$ cat src/hw/rtl/fpm_pkg.sv
// Package for the console single-precision multiplier.
// Holds the float field constants, the operand clamp and the Booth-defect predicate; no dependencies.
`default_nettype none
package fpm_pkg;

    localparam logic [31:0] FMAX_BITS   = 32'h7F7F_FFFF;
    localparam logic [31:0] INF_BITS    = 32'h7F80_0000;
    localparam logic [31:0] MIN_NORMAL  = 32'h0080_0000;
    localparam logic [31:0] MANT_MASK   = 32'h007F_FFFF;
    localparam logic [31:0] SIGN_BIT    = 32'h8000_0000;
    localparam logic [22:0] DEFECT_MASK = 23'h0002AA;
    localparam logic [9:0]  EXP_BIAS_ADJ = 10'd173;
    localparam logic [8:0]  SHIFT_LIMIT  = 9'd49;

    // Replaces a zero or subnormal exponent by a signed zero and the top exponent by signed Fmax.
    function automatic logic [31:0] clamp_operand(input logic [31:0] x);
        logic [31:0] r;
        begin
            r = x;
            if ((x & INF_BITS) == 32'd0)
            begin
                r = x & SIGN_BIT;
            end
            else if ((x & INF_BITS) == INF_BITS)
            begin
                r = (x & SIGN_BIT) | FMAX_BITS;
            end
            return r;
        end
    endfunction

    // True when the mantissa of the second factor triggers the one-ULP deficit.
    function automatic logic defective_t(input logic [22:0] m);
        logic [3:0] h;
        logic       in_band;
        begin
            h       = m[15:12];
            in_band = (h >= 4'd8) && (h <= 4'd13);
            return ((m & DEFECT_MASK) != 23'd0) || (m[11] != in_band);
        end
    endfunction

endpackage
`default_nettype wire

$ cat src/hw/rtl/fpm_ifs.sv
// Handshake interfaces for the operand, result and configuration channels.
// Each carries valid, ready and its payload; no dependencies.
`default_nettype none
interface fpm_operand_if;
    logic        valid;
    logic        ready;
    logic [31:0] operand_s;
    logic [31:0] operand_t;
    modport source (output valid, output operand_s, output operand_t, input ready);
    modport sink (input valid, input operand_s, input operand_t, output ready);
endinterface

interface fpm_result_if;
    logic        valid;
    logic        ready;
    logic [31:0] product_bits;
    logic        overflow_flag;
    logic        underflow_flag;
    logic        overflow_sticky;
    logic        underflow_sticky;
    modport source (output valid, output product_bits, output overflow_flag,
                    output underflow_flag, output overflow_sticky,
                    output underflow_sticky, input ready);
    modport sink (input valid, input product_bits, input overflow_flag,
                  input underflow_flag, input overflow_sticky,
                  input underflow_sticky, output ready);
endinterface

interface fpm_cfg_if;
    logic valid;
    logic ready;
    logic round_nearest;
    modport source (output valid, output round_nearest, input ready);
    modport sink (input valid, input round_nearest, output ready);
endinterface
`default_nettype wire

$ cat src/hw/rtl/console_fp32_multiplier_unit.sv
// Top level of the console single-precision multiplier with its flag registers.
// Depends on fpm_pkg and the channel interfaces in fpm_ifs.sv.
//
//   Channel   Direction  Payload
//   operands  sink       operand_s, operand_t
//   result    source     product_bits, overflow/underflow cause and sticky bits
//   cfg       sink       round_nearest
//
// Each item passes three registers: input, significand product, result.
// One item is accepted per cycle while the result is not stalled.
// Reset clears valid bits, cause and sticky flags and selects round toward zero.
// A stalled result holds the whole pipeline; operands are taken again as soon as it is taken.
`default_nettype none
module console_fp32_multiplier_unit
    import fpm_pkg::*;
(
    input  wire logic   clk,
    input  wire logic   rst_n,
    fpm_operand_if.sink operands,
    fpm_result_if.source result,
    fpm_cfg_if.sink     cfg
);

    logic        advance;
    logic        rn_reg;
    logic        a_valid_reg;
    logic [31:0] a_s_reg;
    logic [31:0] a_t_reg;
    logic        b_valid_reg;
    logic [47:0] b_prod_reg;
    logic [8:0]  b_esum_reg;
    logic        b_zero_reg;
    logic        b_sign_reg;
    logic        b_defect_reg;
    logic        r_valid_reg;
    logic [31:0] r_bits_reg;
    logic        c_ovf_reg;
    logic        c_unf_reg;
    logic        s_ovf_reg;
    logic        s_unf_reg;

    logic [31:0] cs;
    logic [31:0] ct;
    logic [47:0] prod_next;

    logic        top;
    logic signed [10:0] eb;
    logic [8:0]  sh;
    logic [5:0]  sh6;
    logic [48:0] mask;
    logic [48:0] base_mask;
    logic        tail_zero;
    logic [48:0] keep;
    logic [48:0] rem;
    logic [48:0] half;
    logic [33:0] mag;
    logic [31:0] p;
    logic        ovf;
    logic        unf;
    logic [31:0] r_bits_next;

    assign advance = !r_valid_reg || result.ready;
    assign operands.ready = advance;
    assign cfg.ready = 1'b1;

    always_comb
    begin
        cs = clamp_operand(a_s_reg);
        ct = clamp_operand(a_t_reg);
        prod_next = {24'd0, 1'b1, cs[22:0]} * {24'd0, 1'b1, ct[22:0]};
    end

    always_comb
    begin
        top = b_prod_reg[47];
        eb = $signed({2'b00, b_esum_reg}) + (top ? 11'sd47 : 11'sd46)
             - $signed({1'b0, EXP_BIAS_ADJ});
        base_mask = top ? {25'd0, 24'hFF_FFFF} : {26'd0, 23'h7F_FFFF};
        tail_zero = ({1'b0, b_prod_reg} & base_mask) == 49'd0;
        if (eb < 11'sd1)
        begin
            sh = 9'((top ? 11'sd24 : 11'sd23) + 11'sd1 - eb);
        end
        else
        begin
            sh = top ? 9'd24 : 9'd23;
        end
        sh6  = sh[5:0];
        mask = (49'd1 << sh6) - 49'd1;
        keep = {1'b0, b_prod_reg} >> sh6;
        rem  = {1'b0, b_prod_reg} & mask;
        half = 49'd1 << (sh6 - 6'd1);
        if (rn_reg && ((rem > half) || ((rem == half) && keep[0])))
        begin
            keep = keep + 49'd1;
        end
        if (sh >= SHIFT_LIMIT)
        begin
            mag = 34'd0;
        end
        else if (eb >= 11'sd1)
        begin
            mag = {1'b0, 10'(eb - 11'sd1), 23'd0} + keep[33:0];
        end
        else
        begin
            mag = keep[33:0];
        end

        if (b_zero_reg)
        begin
            p = b_sign_reg ? SIGN_BIT : 32'd0;
        end
        else if (mag >= {2'b00, INF_BITS})
        begin
            p = {b_sign_reg, rn_reg ? INF_BITS[30:0] : FMAX_BITS[30:0]};
        end
        else
        begin
            if (tail_zero && (eb >= 11'sd1) && (eb <= 11'sd254)
                && (mag != {2'b00, MIN_NORMAL}) && b_defect_reg)
            begin
                mag = mag - 34'd1;
            end
            p = {b_sign_reg, mag[30:0]};
        end

        ovf = (p[30:0] == INF_BITS[30:0]);
        unf = !ovf && ((p & INF_BITS) == 32'd0) && ((p & MANT_MASK) != 32'd0);
        if (ovf)
        begin
            r_bits_next = {p[31], FMAX_BITS[30:0]};
        end
        else if (unf)
        begin
            r_bits_next = p & SIGN_BIT;
        end
        else
        begin
            r_bits_next = p;
        end
    end

    always_ff @(posedge clk or negedge rst_n)
    begin
        if (!rst_n)
        begin
            rn_reg      <= 1'b0;
            a_valid_reg <= 1'b0;
            b_valid_reg <= 1'b0;
            r_valid_reg <= 1'b0;
            c_ovf_reg   <= 1'b0;
            c_unf_reg   <= 1'b0;
            s_ovf_reg   <= 1'b0;
            s_unf_reg   <= 1'b0;
        end
        else
        begin
            if (cfg.valid)
            begin
                rn_reg <= cfg.round_nearest;
            end
            if (advance)
            begin
                a_valid_reg <= operands.valid;
                b_valid_reg <= a_valid_reg;
                r_valid_reg <= b_valid_reg;
                if (b_valid_reg)
                begin
                    c_ovf_reg <= ovf;
                    if (ovf)
                    begin
                        s_ovf_reg <= 1'b1;
                    end
                    else
                    begin
                        c_unf_reg <= unf;
                        if (unf)
                        begin
                            s_unf_reg <= 1'b1;
                        end
                    end
                end
            end
        end
    end

    always_ff @(posedge clk)
    begin
        if (advance)
        begin
            a_s_reg      <= operands.operand_s;
            a_t_reg      <= operands.operand_t;
            b_prod_reg   <= prod_next;
            b_esum_reg   <= {1'b0, cs[30:23]} + {1'b0, ct[30:23]};
            b_zero_reg   <= (cs[30:23] == 8'd0) || (ct[30:23] == 8'd0);
            b_sign_reg   <= cs[31] ^ ct[31];
            b_defect_reg <= defective_t(ct[22:0]);
            r_bits_reg   <= r_bits_next;
        end
    end

    assign result.valid            = r_valid_reg;
    assign result.product_bits     = r_bits_reg;
    assign result.overflow_flag    = c_ovf_reg;
    assign result.underflow_flag   = c_unf_reg;
    assign result.overflow_sticky  = s_ovf_reg;
    assign result.underflow_sticky = s_unf_reg;

`ifndef SYNTH
    a_ovf_fmax: assert property (@(posedge clk) disable iff (!rst_n)
        r_valid_reg && c_ovf_reg |-> r_bits_reg[30:0] == FMAX_BITS[30:0])
        else $error("overflow result is not Fmax");
    a_unf_zero: assert property (@(posedge clk) disable iff (!rst_n)
        r_valid_reg && c_unf_reg && !c_ovf_reg |-> r_bits_reg[30:0] == 31'd0)
        else $error("underflow result is not zero");
    a_sticky_hold: assert property (@(posedge clk) disable iff (!rst_n)
        !$fell(s_ovf_reg) && !$fell(s_unf_reg))
        else $error("sticky flag cleared");
    a_cause_sticky: assert property (@(posedge clk) disable iff (!rst_n)
        (c_ovf_reg |-> s_ovf_reg) and (c_unf_reg |-> s_unf_reg))
        else $error("cause flag without sticky flag");
`endif

endmodule
`default_nettype wire

$ cat src/flat_wrapper.sv
// flat-port wrapper written by rule: the top's interface ports become plain ports
module console_fp32_multiplier_unit_flat import fpm_pkg::*;
  (clk, rst_n, operands_valid, operands_operand_s, operands_operand_t, operands_ready, result_valid, result_product_bits, result_overflow_flag, result_underflow_flag, result_overflow_sticky, result_underflow_sticky, result_ready, cfg_valid, cfg_round_nearest, cfg_ready);
  fpm_operand_if operands_i ();
  fpm_result_if result_i ();
  fpm_cfg_if cfg_i ();
  input  wire logic clk;
  input  wire logic rst_n;
  input wire logic [$bits(operands_i.valid)-1:0] operands_valid;
  input wire logic [$bits(operands_i.operand_s)-1:0] operands_operand_s;
  input wire logic [$bits(operands_i.operand_t)-1:0] operands_operand_t;
  output wire logic [$bits(operands_i.ready)-1:0] operands_ready;
  output wire logic [$bits(result_i.valid)-1:0] result_valid;
  output wire logic [$bits(result_i.product_bits)-1:0] result_product_bits;
  output wire logic [$bits(result_i.overflow_flag)-1:0] result_overflow_flag;
  output wire logic [$bits(result_i.underflow_flag)-1:0] result_underflow_flag;
  output wire logic [$bits(result_i.overflow_sticky)-1:0] result_overflow_sticky;
  output wire logic [$bits(result_i.underflow_sticky)-1:0] result_underflow_sticky;
  input wire logic [$bits(result_i.ready)-1:0] result_ready;
  input wire logic [$bits(cfg_i.valid)-1:0] cfg_valid;
  input wire logic [$bits(cfg_i.round_nearest)-1:0] cfg_round_nearest;
  output wire logic [$bits(cfg_i.ready)-1:0] cfg_ready;
  assign operands_i.valid = operands_valid;
  assign operands_i.operand_s = operands_operand_s;
  assign operands_i.operand_t = operands_operand_t;
  assign operands_ready = operands_i.ready;
  assign result_valid = result_i.valid;
  assign result_product_bits = result_i.product_bits;
  assign result_overflow_flag = result_i.overflow_flag;
  assign result_underflow_flag = result_i.underflow_flag;
  assign result_overflow_sticky = result_i.overflow_sticky;
  assign result_underflow_sticky = result_i.underflow_sticky;
  assign result_i.ready = result_ready;
  assign cfg_i.valid = cfg_valid;
  assign cfg_i.round_nearest = cfg_round_nearest;
  assign cfg_ready = cfg_i.ready;
  console_fp32_multiplier_unit u_core (.clk(clk), .rst_n(rst_n), .operands(operands_i), .result(result_i), .cfg(cfg_i));
endmodule
$ cat config.mk
export PLATFORM = sky130hd
export DESIGN_NAME = console_fp32_multiplier_unit_flat
export DESIGN_NICKNAME = d
export VERILOG_FILES = /design/src/hw/rtl/fpm_pkg.sv /design/src/hw/rtl/fpm_ifs.sv /design/src/hw/rtl/console_fp32_multiplier_unit.sv /design/src/flat_wrapper.sv
export SDC_FILE = /design/constraint.sdc
export NUM_CORES = 2
export LEC_CHECK = 0
export BUFFER_PORTS_ARGS = -buffer_cell sky130_fd_sc_hd__buf_2
export CORE_MARGIN = 2
export CORE_UTILIZATION = 60
export CTS_CLUSTER_DIAMETER = 100
export DETAILED_ROUTE_END_ITERATION = 8
export PLACE_DENSITY = 0.78
export SLEW_MARGIN = 20
export SYNTH_ARGS = -nofsm -noshare
export SYNTH_HDL_FRONTEND = slang
export SYNTH_SLANG_ARGS = --single-unit
$ cat constraint.sdc
create_clock -name clk -period 17.1 [get_ports clk]
set_clock_uncertainty 0.2 [all_clocks]
set_input_delay 0.855 -clock clk [delete_from_list [all_inputs] [get_ports clk]]
set_output_delay 0.855 -clock clk [all_outputs]
set_load 0.005 [all_outputs]
* Word level (Yosys, flattened, before mapping)
Index checks and enable logic that the tools add are counted.
** Cells by class
- Shifts and indexed selects :: 3
- Reduce and logical (&&, ||, !) cells :: 28
- Magnitude comparators :: 8
- $add $sub $neg :: 11
- Equality and inequality tests :: 6
- Bitwise operators :: 4
- Multipliers :: 1
- Mux-type cells :: 18
** Operators with widths (count)
- $mux 31 :: 7
- $mux 34 :: 3
- $and 48x49->49 :: 2
- $shl 1x6->49 const A :: 2
- $logic_not 32->1 :: 3
- $mux 32 :: 2
- $eq 49x49->1 :: 1
- $gt 49x49->1 :: 1
- $logic_not 49->1 :: 1
- $sub 49x1->49 const B :: 1
- $mul 24x24->48 :: 1
- $mux 24 :: 2
- $shr 48x6->34 :: 1
- $add 33x34->34 :: 1
- $add 34x1->34 const B :: 1
- $ge 34x31->1 const B :: 1
- $ne 34x24->1 const B :: 1
- $reduce_bool 32->1 :: 1
- $eq 31x31->1 const B :: 1
- $sub 31x1->31 const B :: 1
- $reduce_bool 23->1 :: 1
- $eq 8x8->1 const B :: 2
- $logic_not 8->1 :: 2
- $add 10x11->11 :: 1
- other kinds (25) :: 39
** Storage, ports and cells
- Word-level logic and storage cells :: 97
- Flip-flop bits (word level) :: 164

* Longest topological paths before layout
- Word-level depth :: 27
- Gate-level depth with buffers :: 72

* Least setup slack after synthesis
No wires, ideal clock.
- Path type :: flip-flop to flip-flop
- Start :: register u_core.b_prod_reg[47]
- End :: register u_core.s_unf_reg (netlist: u_core.result.underflow_sticky)
- Setup slack :: 3.190 ns
- Period minus slack after synthesis :: 13.910 ns
- Required time :: 16.764 ns
- Library setup time :: 0.136 ns
- Path buffers :: 9
- Arrival :: 13.574 ns
- Stages on the path, launching flop included :: 70
- Cell sequence :: edfxtp_1 > clkbuf_1 > inv_1 > clkbuf_1 > ha_1 > inv_1 > ha_1 > buf_4 > xor2_1 > inv_1 > ha_1 > fa_1 > a21o_1 > a21oi_1 > xor2_1 > nand3_1 > clkbuf_1 > clkbuf_1 > [34 not listed] > a21oi_1 > nor2b_1 > nor3_1 > xor2_1 > and2_1 > o21ai_0 > o41ai_1 > a21oi_1 > or3_1 > buf_2 > o21ai_2 > or3_1 > a21oi_1 > o22ai_1 > or4_1 > o21a_1 > buf_6 > a31o_1
** Between the ends
- Cells in the longest elaborated chain, start to end :: 27
- Elaborated cells between the ends (all ways) :: 50
- Classes of those cells :: add/sub: 10; order compare: 6; eq/ne: 3; shift: 3; mux: 11; bitwise: 3; reduce/logical: 14
** RTL lines
- start: declaration :: line console_fp32_multiplier_unit.sv:30 : logic [47:0] b_prod_reg;
- start signal: assignment :: line console_fp32_multiplier_unit.sv:194 : b_prod_reg <= prod_next;
- branches (longest 20 deep; another with $sub 49x1->49)
- $mux 31 * :: line console_fp32_multiplier_unit.sv:114 : else if (mag >= {2'b00, INF_BITS})
- $mux 32 * :: line console_fp32_multiplier_unit.sv:110 : if (b_zero_reg)
- $eq 31x31->1 :: line console_fp32_multiplier_unit.sv:128 : ovf = (p[30:0] == INF_BITS[30:0]);
- $logic_not 1->1 :: line console_fp32_multiplier_unit.sv:129 : unf = !ovf && ((p & INF_BITS) == 32'd0) && ((p & MANT_MASK) != 32'd0);
- $logic_and 1x1->1 (2 in a row) :: line console_fp32_multiplier_unit.sv:129
- $reduce_and 4->1 (no line) *
- end signal: assignment :: line console_fp32_multiplier_unit.sv:155 : s_unf_reg <= 1'b0;
- end signal: assignment :: line console_fp32_multiplier_unit.sv:180 : s_unf_reg <= 1'b1;
- end: declaration :: line console_fp32_multiplier_unit.sv:40 : logic s_unf_reg;
Mark *: on every way between the ends.
A chain may end at the register's enable or synchronous reset.

* Worst setup path in the final report
- Start :: register u_core.b_prod_reg[47]
- End :: register u_core.c_unf_reg (netlist: u_core.result.underflow_flag)
** Between the ends
- Cells in the longest elaborated chain, start to end :: 26
- Elaborated cells between the ends (all ways) :: 50
- Classes of those cells :: add/sub: 10; order compare: 6; eq/ne: 3; shift: 3; mux: 11; bitwise: 3; reduce/logical: 14
** RTL lines
- branches (longest 20 deep; another with $sub 49x1->49)
- $mux 31 * :: line console_fp32_multiplier_unit.sv:114
- $mux 32 * :: line console_fp32_multiplier_unit.sv:110
- $eq 31x31->1 :: line console_fp32_multiplier_unit.sv:128
- $logic_not 1->1 :: line console_fp32_multiplier_unit.sv:129
- $logic_and 1x1->1 (2 in a row) :: line console_fp32_multiplier_unit.sv:129
- end signal: assignment :: line console_fp32_multiplier_unit.sv:177 : c_unf_reg <= unf;
- end: declaration :: line console_fp32_multiplier_unit.sv:38 : logic c_unf_reg;
Marked as above.

==> metrics.cfg <==
[status]
status = complete, no violations

[yosys]
ys_types = 115
syn_area_sq_um = 34800
syn_inst = 4099
synth.avg_cell_area_sq_um = 8.49
yosysWarnings = 0
synth_top_area_cell = fa_1
synth.ff_latch_count = 164
syn-num-nets = 4912
yosysTopAreaCellShare_pct = 27.9
synth_area_leaders = fa_1 28%, edfxtp_1 13%, ha_1 9.3%
synth_edf_count = 156
async_flop_share_pct = 4.88
synth-main-ff-cell = edfxtp_1
seq_area_frac_synth_pct = 14.0

[clock_tree]
clk_pin_slew_ps = 90
ctsHtreeMaxLevel = 4
clkSinkCount = 164
cts.path.max_buffers = 2
clockRootBuffer = clkbuf_16
cts_tree = yes
worstSkewPairLatency_ps = 500
numCtsBuffers = 17

[floorplanning]
die_x_um = 245
die_y_um = 245
core_sq_um = 57500
ios = 109
start_util_pct = 60.5
dieArea_sq_um = 59900
num_rows = 88

[worst_setup_path]
worst_setup_path_end_kind = flip-flop
start_kind = flip-flop
max_stage_delay_ps = 710
criticalPathCategory = flip-flop to flip-flop
crit_path_start = u_core.b_prod_reg[47]$_DFFE_PN_
crit_top_cell = a21oi_1
cp_max_fo = 13
crit_slowest_cell = a221oi_1
worstPathRequired_ps = 17280
worstPathArrival_ps = 16010
crit-reg2reg-launch = u_core.b_prod_reg[47]$_DFFE_PN_

[drt]
num_vias = 33398
highest_layer = met5
wl_met1_um = 50100
drtIter0Drc = 4230
viasPerCell = 6.82
met3_length_um = 18400
drt-pass1-iter-count = 7
wl_per_cell_um = 29.9
routed_wl_um = 147000
route.met2.wl_um = 63300
drc = 0
drtAntennaViolNets = 0

[layout]
mostFrequentLayoutCells = 568 x inv_1, 542 x nand2_1, 485 x fa_1, 396 x nor2_1, 258 x ha_1
final_nets = 4930
drive_gt1_share_pct = 8.62
largest_register_ffs = 48
seq_area_sq_um = 4880
layout_commonest_cell = inv_1
syn2layout_area_growth_pct = 6.16
fill_cells = 4643
multi_input_area_sq_um = 26800

[sta]
rsz0062_at_grt = false
post-route-min-period_ps = 15820
drv_slew = 0
max_slew_margin_pct = 19.3
post-route-period-util_pct = 92.5
setup_tns_ps = 0
setup_viol = 0
finalHoldViolCount = 0
worst_pin_slew_ps = 1210
fmax_mhz = 63.2

[global_route]
grt_pass1_wl_um = 216000
grt_pass1_vias = 33336
grt_max_degree = 70
grt_usage_pct = 49.4
overflow = 0
antenna_found_initial = 4

[place]
gp_congestion = 1.08
dpl.hpwl_um = 115000
portBuffers = 107

[hold_path]
hold_class = flip-flop to flip-flop
min_from = u_core.b_sign_reg$_DFFE_PN_

[job]
cap_violations = 0

## logic make-up after synthesis
group           count (synthesis)  share of synthesized area (%)
simple gates                 1393                           18.3
buf+inv                       817                           9.18
compound gates                754                           15.1
fa+ha+maj                     743                           37.2
flops                         164                           14.0
xor+xnor                      133                           3.35
mux                            94                           2.86
other cells                     1                         0.0108
## stage by stage
| stage | hold slack [ps] | utilization (%) | instance area [sq um] | instances | setup slack (ps) |
|---|---|---|---|---|---|
| after global placement | 202 | 63.2 | 36300 | 4861 | 2170 |
| after global routing | 255 | 64.2 | 36900 | 4895 | 45.4 |
| after floorplan | 200 | - | 34800 | 4099 | 3190 |
| after CTS | 239 | 64.2 | 36900 | 4894 | 1730 |
| final | 237 | 64.3 | 36900 | 4898 | 1280 |
| after detailed placement | 222 | 63.2 | 36300 | 4861 | 1810 |
## final cells by class
| class | count | area share [%] |
|---|---|---|
| multi-input combinational | 3118 | 72.6 |
| sequential | 164 | 13.2 |
| inverter | 583 | 5.93 |
| timing repair buffer | 233 | 4.03 |
| tap | 765 | 2.59 |
| clock buffer | 17 | 1.15 |
| clock inverter | 15 | 0.434 |
| antenna | 3 | 0.0203 |
## per-layer routing
metal  up-vias  GRT usage [%]
met2      2662           74.8
met1     16111           59.4
li1      13861              -
met4         4           38.7
met5         -              0
met3       760           14.2
## synth_stat cells, types with 13 or more instances
| cell | count |
|---|---|
| and2_1 | 42 |
| nand2b_1 | 15 |
| a211o_1 | 14 |
| a22oi_1 | 32 |
| o21bai_1 | 22 |
| buf_2 | 26 |
| xor2_1 | 47 |
| o21a_1 | 39 |
| nor2b_1 | 23 |
| a21oi_1 | 139 |
| nand3_1 | 87 |
| nor3_1 | 67 |
| nand2_1 | 542 |
| ha_1 | 258 |
| o22ai_1 | 17 |
| xnor2_1 | 86 |
| nor2_1 | 398 |
| fa_1 | 485 |
| o211ai_1 | 38 |
| a31oi_1 | 24 |
| buf_4 | 17 |
| clkbuf_1 | 171 |
| a221oi_1 | 18 |
| and3_1 | 39 |
| nand4_1 | 50 |
| mux2_2 | 18 |
| or3_1 | 13 |
| a21o_1 | 35 |
| edfxtp_1 | 156 |
| a22o_1 | 15 |
| o21ai_1 | 18 |
| a211oi_1 | 43 |
| o21ai_0 | 136 |
| nor4_1 | 47 |
| inv_1 | 568 |
| mux2i_1 | 71 |
| buf_1 | 15 |
## worst paths after layout
check,endpoint,slack [ps],cells after the start
max,u_core.result.underflow_flag$_DFFE_PN0P_,1280,61
min,u_core.result.product_bits[31]$_DFFE_PN_,240,0
max reg2reg,u_core.result.underflow_flag$_DFFE_PN0P_,1280,61
min reg2reg,u_core.result.product_bits[31]$_DFFE_PN_,240,0
max in group asynchronous,u_core.result.underflow_sticky$_DFFE_PN0P_,15980,2
min in group asynchronous,u_core.b_valid_reg$_DFFE_PN0N_,550,2
## timing repair
item                      in CTS  in global routing
setup buffers                  0                  0
resized for setup              0                  0
hold buffers                   1                  0
hold endpoints to repair       8                  0
## worst max-delay path, delay by kind of cell (launching register included)
| family | cells | cell delay (ps) |
|---|---|---|
| and+or+nand+nor | 21 | 5670 |
| AOI/OAI and AO/OA | 22 | 4670 |
| adders and majority gates | 7 | 2320 |
| xor gates and xnor gates | 5 | 1490 |
| DFF | 1 | 390 |
| buffers and inverters | 6 | 910 |
Power is left out: the tool's default activity adds up to more than one toggle a clock period on the data nets, which glitch-free logic cannot reach.
